## config.mk

```make
export PLATFORM = sky130hd
export DESIGN_NAME = railcom_detector_frame_decoder
export DESIGN_NICKNAME = d
export VERILOG_FILES = /design/src/design/rcd_pkg.sv /design/src/design/rcd_ram.sv /design/src/design/rcd_parser.sv /design/src/design/rcd_eval.sv /design/src/design/railcom_detector_frame_decoder.sv
export SDC_FILE = /design/constraint.sdc
export NUM_CORES = 1
export LEC_CHECK = 0
export BUFFER_PORTS_ARGS = -buffer_cell sky130_fd_sc_hd__buf_2
export CORE_MARGIN = 3
export CORE_UTILIZATION = 55
export DETAILED_ROUTE_END_ITERATION = 6
export PLACE_DENSITY = 0.72
export SLEW_MARGIN = 20
export SYNTH_ARGS = -nofsm -noshare
export SYNTH_HDL_FRONTEND = slang
export SYNTH_HIERARCHICAL = 1
export SYNTH_SLANG_ARGS = --single-unit
```

## constraint.sdc

```tcl
create_clock -name i_clk -period 8.6 [get_ports i_clk]
set_input_delay 2.58 -clock i_clk [delete_from_list [all_inputs] [get_ports i_clk]]
set_output_delay 2.58 -clock i_clk [all_outputs]
set_load 0.02 [all_outputs]
```

## src/design/rcd_pkg.sv

```systemverilog
package rcd_pkg;

    // Number of detectors with an address table entry (entry 0 unused)
    localparam int DETECTORS = 24;
    localparam int DET_W     = $clog2(DETECTORS + 1);
    localparam int TBL_DEPTH = DETECTORS + 1;

    // Frame start bytes and markers
    localparam logic [7:0] START_DIAG = 8'hD1;
    localparam logic [7:0] START_OFF  = 8'hFA;
    localparam logic [7:0] START_ADDR = 8'hFC;
    localparam logic [7:0] START_SYS  = 8'hFD;
    localparam logic [7:0] START_CV   = 8'hFE;
    localparam logic [7:0] END_BYTE   = 8'hFF;
    localparam logic [7:0] BARE_OCC   = 8'h77;
    localparam logic [7:0] CMD_REINIT = 8'h20;
    localparam logic [3:0] MAX_BYTES  = 4'd11;

    // Report kinds on the output tuser
    typedef enum logic [1:0] {
        KIND_ADDR = 2'd0,
        KIND_CV   = 2'd1,
        KIND_SYS  = 2'd2
    } t_kind;

    // Closed frame handed to the evaluation stage
    typedef struct packed {
        t_kind      kind;
        logic [7:0] det;
        logic [7:0] a1;
        logic [7:0] a2;
    } t_frame;

    // One report
    typedef struct packed {
        t_kind       kind;
        logic [7:0]  det;
        logic [14:0] loco;
        logic        fwd;
        logic        occ;
        logic [7:0]  cv;
        logic [7:0]  cmd;
    } t_result;

    // {hit, data length} for a byte seen outside a frame
    function automatic logic [4:0] start_len(input logic [7:0] b);
        logic [4:0] r;
        unique case (b)
            START_DIAG: r = {1'b1, 4'd10};
            START_OFF:  r = {1'b1, 4'd0};
            START_ADDR: r = {1'b1, 4'd3};
            START_SYS:  r = {1'b1, 4'd4};
            START_CV:   r = {1'b1, 4'd2};
            default:    r = 5'd0;
        endcase
        return r;
    endfunction

    function automatic logic det_in_range(input logic [7:0] det);
        return (det != 8'd0) && (det <= 8'(DETECTORS));
    endfunction

endpackage

```

## src/design/rcd_ram.sv

```systemverilog
// Single-port-write, single-port-read RAM with registered read data
module rcd_ram #(
    parameter int WIDTH = 15,
    parameter int DEPTH = 25,
    parameter int AW    = $clog2(DEPTH)
) (
    input  logic             i_clk,
    input  logic             i_we,
    input  logic [AW-1:0]    i_waddr,
    input  logic [WIDTH-1:0] i_wdata,
    input  logic             i_re,
    input  logic [AW-1:0]    i_raddr,
    output logic [WIDTH-1:0] o_rdata
);

    logic [WIDTH-1:0] r_mem [DEPTH];
    logic [WIDTH-1:0] r_rdata;

    always_ff @(posedge i_clk) begin
        if (i_we) begin
            r_mem[i_waddr] <= i_wdata;
        end
    end

    always_ff @(posedge i_clk) begin
        if (i_re) begin
            r_rdata <= r_mem[i_raddr];
        end
    end

    assign o_rdata = r_rdata;

endmodule

```

## src/design/rcd_parser.sv

```systemverilog
// Byte-level framer: tracks frame length and keeps header bytes
module rcd_parser (
    input  logic           i_clk,
    input  logic           i_rst_n,
    input  logic           i_accept,
    input  logic [7:0]     i_byte,
    output logic           o_evt_valid,
    output rcd_pkg::t_frame o_evt
);

    logic       r_in_frame, n_in_frame;
    logic [3:0] r_exp_len, n_exp_len;
    logic [3:0] r_cnt, n_cnt;
    logic [7:0] r_kind, r_det, r_a1, r_a2;

    logic [4:0] start;
    logic [3:0] cnt_m1;
    logic       close;
    logic       store;

    always_comb begin
        start  = rcd_pkg::start_len(i_byte);
        cnt_m1 = r_cnt - 4'd1;
        close  = r_in_frame && (cnt_m1 == r_exp_len) && (i_byte == rcd_pkg::END_BYTE);
        store  = r_in_frame && !close && (cnt_m1 < r_exp_len) && (r_cnt < rcd_pkg::MAX_BYTES);
    end

    // Frame control
    always_comb begin
        n_in_frame = r_in_frame;
        n_exp_len  = r_exp_len;
        n_cnt      = r_cnt;
        if (i_accept) begin
            if (!r_in_frame) begin
                if (start[4]) begin
                    n_in_frame = 1'b1;
                    n_exp_len  = start[3:0];
                    n_cnt      = 4'd1;
                end
            end else if (close) begin
                n_in_frame = 1'b0;
                n_exp_len  = 4'd0;
                n_cnt      = 4'd0;
            end else if (store) begin
                n_cnt = r_cnt + 4'd1;
            end
        end
    end

    always_ff @(posedge i_clk) begin
        if (!i_rst_n) begin
            r_in_frame <= 1'b0;
            r_exp_len  <= 4'd0;
            r_cnt      <= 4'd0;
        end else begin
            r_in_frame <= n_in_frame;
            r_exp_len  <= n_exp_len;
            r_cnt      <= n_cnt;
        end
    end

    // Header bytes; later data bytes are never looked at
    always_ff @(posedge i_clk) begin
        if (i_accept) begin
            if (!r_in_frame && start[4]) begin
                r_kind <= i_byte;
            end
            if (store && r_cnt == 4'd1) begin
                r_det <= i_byte;
            end
            if (store && r_cnt == 4'd2) begin
                r_a1 <= i_byte;
            end
            if (store && r_cnt == 4'd3) begin
                r_a2 <= i_byte;
            end
        end
    end

    // Closing byte of a frame that reports something
    always_comb begin
        o_evt       = '0;
        o_evt_valid = 1'b0;
        o_evt.det   = r_det;
        o_evt.a1    = r_a1;
        o_evt.a2    = r_a2;
        priority case (r_kind)
            rcd_pkg::START_ADDR: begin
                o_evt.kind  = rcd_pkg::KIND_ADDR;
                o_evt_valid = i_accept && close;
            end
            rcd_pkg::START_CV: begin
                o_evt.kind  = rcd_pkg::KIND_CV;
                o_evt_valid = i_accept && close;
            end
            rcd_pkg::START_SYS: begin
                o_evt.kind  = rcd_pkg::KIND_SYS;
                o_evt_valid = i_accept && close;
            end
            default: begin
                o_evt.kind  = rcd_pkg::KIND_ADDR;
                o_evt_valid = 1'b0;
            end
        endcase
    end

endmodule

```

## src/design/rcd_eval.sv

```systemverilog
// Evaluation stage: table read-modify-write and output register
module rcd_eval (
    input  logic                          i_clk,
    input  logic                          i_rst_n,
    input  logic                          i_evt_valid,
    input  rcd_pkg::t_frame               i_evt,
    input  logic [14:0]                   i_rd_data,
    output logic                          o_ready,
    output logic                          o_we,
    output logic [rcd_pkg::DET_W-1:0]     o_waddr,
    output logic [14:0]                   o_wdata,
    output logic                          o_out_valid,
    input  logic                          i_out_ready,
    output rcd_pkg::t_result              o_result
);

    logic                         r_s1_valid;
    rcd_pkg::t_frame              r_s1;
    logic [rcd_pkg::TBL_DEPTH-1:0] r_vld;
    logic                         r_out_valid;
    rcd_pkg::t_result             r_out;

    logic                         adv;
    logic                         fire;
    logic [rcd_pkg::DET_W-1:0]    idx;
    logic [14:0]                  entry;
    logic [14:0]                  addr;
    logic                         fwd, occ, bare, det_ok;
    logic                         has;
    logic                         wr_req;
    rcd_pkg::t_result             res;

    assign adv     = !r_out_valid || i_out_ready;
    assign fire    = r_s1_valid && adv;
    assign o_ready = !r_s1_valid || adv;
    assign idx     = r_s1.det[rcd_pkg::DET_W-1:0];

    // Decode the frame held in stage one
    always_comb begin
        entry  = r_vld[idx] ? i_rd_data : 15'd0;
        addr   = {r_s1.a1[6:0], r_s1.a2};
        fwd    = !r_s1.a1[7];
        occ    = (addr != 15'd0);
        bare   = (r_s1.a1 == rcd_pkg::BARE_OCC) && (r_s1.a2 == rcd_pkg::BARE_OCC);
        det_ok = rcd_pkg::det_in_range(r_s1.det);
        has    = 1'b0;
        wr_req = 1'b0;
        res    = '0;
        o_wdata = 15'd0;
        unique case (r_s1.kind)
            rcd_pkg::KIND_ADDR: begin
                res.kind = rcd_pkg::KIND_ADDR;
                res.det  = r_s1.det;
                res.fwd  = fwd;
                if (bare) begin
                    addr = 15'd0;
                    occ  = 1'b1;
                end
                res.occ = occ;
                if (!det_ok) begin
                    has = 1'b0;
                end else if (bare) begin
                    // occupancy without address: report only an empty entry
                    has      = (entry == 15'd0);
                    res.loco = 15'd0;
                end else if (!occ) begin
                    // section freed
                    has      = 1'b1;
                    wr_req   = 1'b1;
                    res.loco = 15'd0;
                end else begin
                    // new address; repeats are suppressed
                    has      = (entry != addr);
                    wr_req   = (entry != addr);
                    o_wdata  = addr;
                    res.loco = addr;
                end
            end
            rcd_pkg::KIND_CV: begin
                has      = 1'b1;
                res.kind = rcd_pkg::KIND_CV;
                res.det  = r_s1.det;
                res.cv   = r_s1.a1;
            end
            rcd_pkg::KIND_SYS: begin
                has      = 1'b1;
                res.kind = rcd_pkg::KIND_SYS;
                res.cmd  = rcd_pkg::CMD_REINIT;
            end
            default: begin
                has = 1'b0;
            end
        endcase
    end

    assign o_we    = fire && wr_req;
    assign o_waddr = idx;

    // Stage one and entry valid bits
    always_ff @(posedge i_clk) begin
        if (!i_rst_n) begin
            r_s1_valid <= 1'b0;
            r_vld      <= '0;
        end else begin
            if (o_ready) begin
                r_s1_valid <= i_evt_valid;
            end
            if (o_we) begin
                r_vld[idx] <= 1'b1;
            end
        end
    end

    always_ff @(posedge i_clk) begin
        if (o_ready && i_evt_valid) begin
            r_s1 <= i_evt;
        end
    end

    // Output register
    always_ff @(posedge i_clk) begin
        if (!i_rst_n) begin
            r_out_valid <= 1'b0;
        end else if (adv) begin
            r_out_valid <= fire && has;
        end
    end

    always_ff @(posedge i_clk) begin
        if (fire && has) begin
            r_out <= res;
        end
    end

    assign o_out_valid = r_out_valid;
    assign o_result    = r_out;

endmodule

```

## src/design/railcom_detector_frame_decoder.sv

```systemverilog
// Detector frame decoder. Takes one received byte per cycle on the slave
// stream while s_axis_tready is high and delivers at most one report per
// closed frame on the master stream. A closed frame waits in the evaluation
// stage while the output register holds a report. Its report passes the
// stage-one register and then the output register before it shows on
// m_axis_tvalid. The per-detector address table sits in a synchronous RAM.
// The RAM is read when the closing byte of an address frame for a known
// detector is taken and written when the frame leaves the evaluation stage.
// Per-entry valid bits stand for the cleared state after reset, so no
// clearing pass is needed. s_axis_tready drops only while a report is held
// in the output register and another closed frame waits behind it.
module railcom_detector_frame_decoder (
    input  logic        i_clk,
    input  logic        i_rst_n,
    input  logic        s_axis_tvalid,
    output logic        s_axis_tready,
    input  logic [7:0]  s_axis_tdata,   // [7:0] rx_byte
    output logic        m_axis_tvalid,
    input  logic        m_axis_tready,
    // [7:0] detector, [22:8] loco_address, [23] forward, [24] occupied,
    // [32:25] cv_value, [40:33] command_byte, [47:41] zero
    output logic [47:0] m_axis_tdata,
    output logic [1:0]  m_axis_tuser    // [1:0] report_kind
);

    logic                      accept;
    logic                      evt_valid;
    rcd_pkg::t_frame           evt;
    logic                      rd_en;
    logic [14:0]               rd_data;
    logic                      we;
    logic [rcd_pkg::DET_W-1:0] waddr;
    logic [14:0]               wdata;
    rcd_pkg::t_result          result;

    assign accept = s_axis_tvalid && s_axis_tready;

    rcd_parser u_parser (
        .i_clk       (i_clk),
        .i_rst_n     (i_rst_n),
        .i_accept    (accept),
        .i_byte      (s_axis_tdata),
        .o_evt_valid (evt_valid),
        .o_evt       (evt)
    );

    // Table read for address frames of a known detector
    assign rd_en = evt_valid && (evt.kind == rcd_pkg::KIND_ADDR)
                   && rcd_pkg::det_in_range(evt.det);

    rcd_ram #(
        .WIDTH (15),
        .DEPTH (rcd_pkg::TBL_DEPTH),
        .AW    (rcd_pkg::DET_W)
    ) u_table (
        .i_clk   (i_clk),
        .i_we    (we),
        .i_waddr (waddr),
        .i_wdata (wdata),
        .i_re    (rd_en),
        .i_raddr (evt.det[rcd_pkg::DET_W-1:0]),
        .o_rdata (rd_data)
    );

    rcd_eval u_eval (
        .i_clk       (i_clk),
        .i_rst_n     (i_rst_n),
        .i_evt_valid (evt_valid),
        .i_evt       (evt),
        .i_rd_data   (rd_data),
        .o_ready     (s_axis_tready),
        .o_we        (we),
        .o_waddr     (waddr),
        .o_wdata     (wdata),
        .o_out_valid (m_axis_tvalid),
        .i_out_ready (m_axis_tready),
        .o_result    (result)
    );

    assign m_axis_tdata = {7'd0, result.cmd, result.cv, result.occ, result.fwd,
                           result.loco, result.det};
    assign m_axis_tuser = result.kind;

endmodule

```

==> results.toml <==
[yosys]
synthArstFlopShare_pct = 0
synth_top_family_by_area = "multiplexers"
synthMuxAreaShare_pct = 10.6
synth_edf_count = 483
synth_most_common_cell = "edfxtp_1"
synth_cell_type_count = 83
syn_area_mm2 = 0.0210
synth_compound_area_share_pct = 5.40
synth_commonest_cells = "483 x edfxtp_1, 62 x nor2_1, 54 x mux4_2, 41 x mux2i_1, 39 x nand2_1"
yosysTopAreaCell = "edfxtp_1"
synth-xor-area-share_pct = 0.202
ys_ff_latch = 519
synth_fa_ha_area_share_pct = 0.714
seq_area_frac_synth_pct = 72.4
synth.area.top_cells = "edfxtp_1 69%, mux4_2 5.8%, dfxtp_1 3.4%"
netlist_instances = 1208
synth_top_flop_cell = "edfxtp_1"
synthSimpleGateAreaFrac_pct = 7.81
ys.warnings.count = 6
synth_top_area_share_pct = 69.0
syn_avg_cell_area_um2 = 17.4

[sta]
fmax_ghz = 0.169
setup_viol = 0
period_share_pct = 69.0
slew_headroom_pct = 29.7
finClkSkew_ns = 0.0219
worstMarginPinSlew_ns = 1.05
grt_setup_unrepaired = "no"
slew_viol_final = 0
final_hold_viol_count = 0
fin_crit_ns = 5.93
tns_ns = 0

[die]
core.rowCount = 70
chipWidth_um = 201
dieArea_mm2 = 0.0406
die_h_um = 201
start_util_pct = 56.6
core_mm2 = 0.0371
ios = 64

[detailed_routing]
final_antenna_net_count = 0
drt_wl_total_mm = 43.4
drt_iter0_drc = 1084
drc_errors = 0
vias = 11300
wl_per_cell_um = 23.8
via_per_inst = 6.20
detail_route.first_pass.iterations = 5

[global_routing]
grt_max_degree = 55
antenna_found_initial = 0
grt_pass1_vias = 11033
grt_pass1_wl_mm = 67.7
grt-ovfl-total = 0
grt_use_total_pct = 21.6

[place]
dpl.hpwl_mm = 27.4
placed_cell_area_mm2 = 0.0217
place.gp.congestion = 0.880
port_buffers = 49

[cts]
clkSinkCount = 519
clock_latency_ns = 0.57
ctsLongestPathBuffers = 3
clk_pin_slew_worst_paths_ns = 0.06
htreeDepth = 2
cts_buffers = 50
cts-resized-gates = 0
root_buffer = "clkbuf_16"
post_cts.repair.setup_buffers = 0
cts_tree = "done"
hold_buffers = 0

[setup_path]
cp.arrival_ns = 3.35
required_ns = 6.02
critPathCaptureType = "output pin"
crit_fanout = 3
critical_path_class = "input port to output pin"
start_kind = "input port"

[cells_and_area]
syn2layout_area_growth_pct = 10.6
final_core_util_pct = 62.6
seq_area_mm2 = 0.0152
multi_input_area_mm2 = 0.00526
nets = 1305
drive_gt1_share_pct = 18.4
final_cell_area_mm2 = 0.0232
final.fill_count = 2620
diodes = 0

[power]
peakVddDrop_uv = 161
leakage_nw = 7.05
power_density_mw_per_mm2 = 206

[hold_path]
min-delay-path-class = "register to register"

[flow_run]
maxCapViolCount = 0

[run_status]
outcome = "finished, final reports clean"
==> worst max-delay path: stages <==
cell and delay, ns:
buf_2 0.10, nor2b_1 0.31, nand2_1 0.17, buf_2 0.19
==> through the flow <==
step | setup slack, ns | total power, mW | instances | hold WS, ns
2_1_floorplan | 3.11 | 2.79 | 1220 | 0.400
3_3_place_gp | 2.66 | 2.79 | 1733 | 0.405
3_5_place_dp | 2.68 | 2.79 | 1733 | 0.405
4_1_cts | 2.67 | 4.82 | 1824 | 0.418
5_1_grt | 2.59 | 4.93 | 1824 | 0.426
6_report | 2.67 | 4.78 | 1824 | 0.418
==> state kept, by name, summed over array words and instances (netlist names), 5 cells and up <==
register / cells
u_table/r_mem: 375
u_eval/r_s1: 21
u_eval/o_result: 35
u_eval/o_waddr: 5
u_eval/r_vld: 25
u_parser/r_a2: 8
u_table/o_rdata: 15
u_parser/r_a1: 8
u_parser/r_kind: 8
u_parser/r_det: 8
==> area by class of cell <==
class,instances,area share (%)
inverters,24,0.388
clock buffers,69,5.82
well taps,504,2.71
repair buffers,84,2.19
clock inverters,22,0.754
multi-input cells,602,22.6
flip-flops and latches,519,65.5
==> logic make-up (layout without fill, tap and decap cells) <==
kind of cell | Yosys count | count (layout)
AO/OA/AOI/OAI | 160 | 160
XOR/XNOR | 4 | 4
adder cells (fa/ha/maj) | 12 | 12
buffers and inverters | 99 | 199
flip-flops | 519 | 519
multiplexers | 122 | 122
other | 2 | 14
AND/OR/NAND/NOR | 290 | 290
==> routing by layer <==
metal	global-route usage [%]	routed length, um
met2	34.6	20900
met3	3.27	3330
met5	0	0
met4	5.13	892
met1	32.0	18300
==> cells in the final DEF (no fill, tap or decap), types with 13 or more instances in the layout <==
| master | n |
|---|---|
| and3_1 | 26 |
| conb_1 | 14 |
| o21ai_0 | 19 |
| nand4_1 | 14 |
| o211ai_1 | 15 |
| nand3_1 | 16 |
| buf_4 | 35 |
| edfxtp_1 | 483 |
| o22ai_1 | 24 |
| mux4_1 | 20 |
| clkbuf_16 | 50 |
| nand2_1 | 39 |
| nor2b_1 | 37 |
| mux2i_1 | 41 |
| and2_1 | 18 |
| clkbuf_1 | 16 |
| buf_2 | 49 |
| inv_1 | 24 |
| dfxtp_1 | 36 |
| a22oi_1 | 23 |
| mux4_2 | 54 |
| nor2_1 | 61 |
| a31oi_1 | 17 |
| nor3_1 | 13 |
==> path summary, 6_finish.rpt <==
path                      from                   to  slack [ns]  depth (start not counted)
max              m_axis_tready        s_axis_tready        2.67                          4
min reg2reg   u_parser/r_a2[4]       u_eval/r_s1[4]        0.42                          0
min           u_parser/r_a2[4]       u_eval/r_s1[4]        0.42                          0
max reg2reg  u_eval/o_waddr[0]  u_table/r_mem[6][5]        2.95                         11
==> power by group <==
part	internal [mW]	leakage (nW)	switching, mW
combinational	0.00513	2.13	0.0158
clock	1.16	0.754	0.881
sequential	2.72	4.17	0.000351
(Power assumes the default switching activity.)
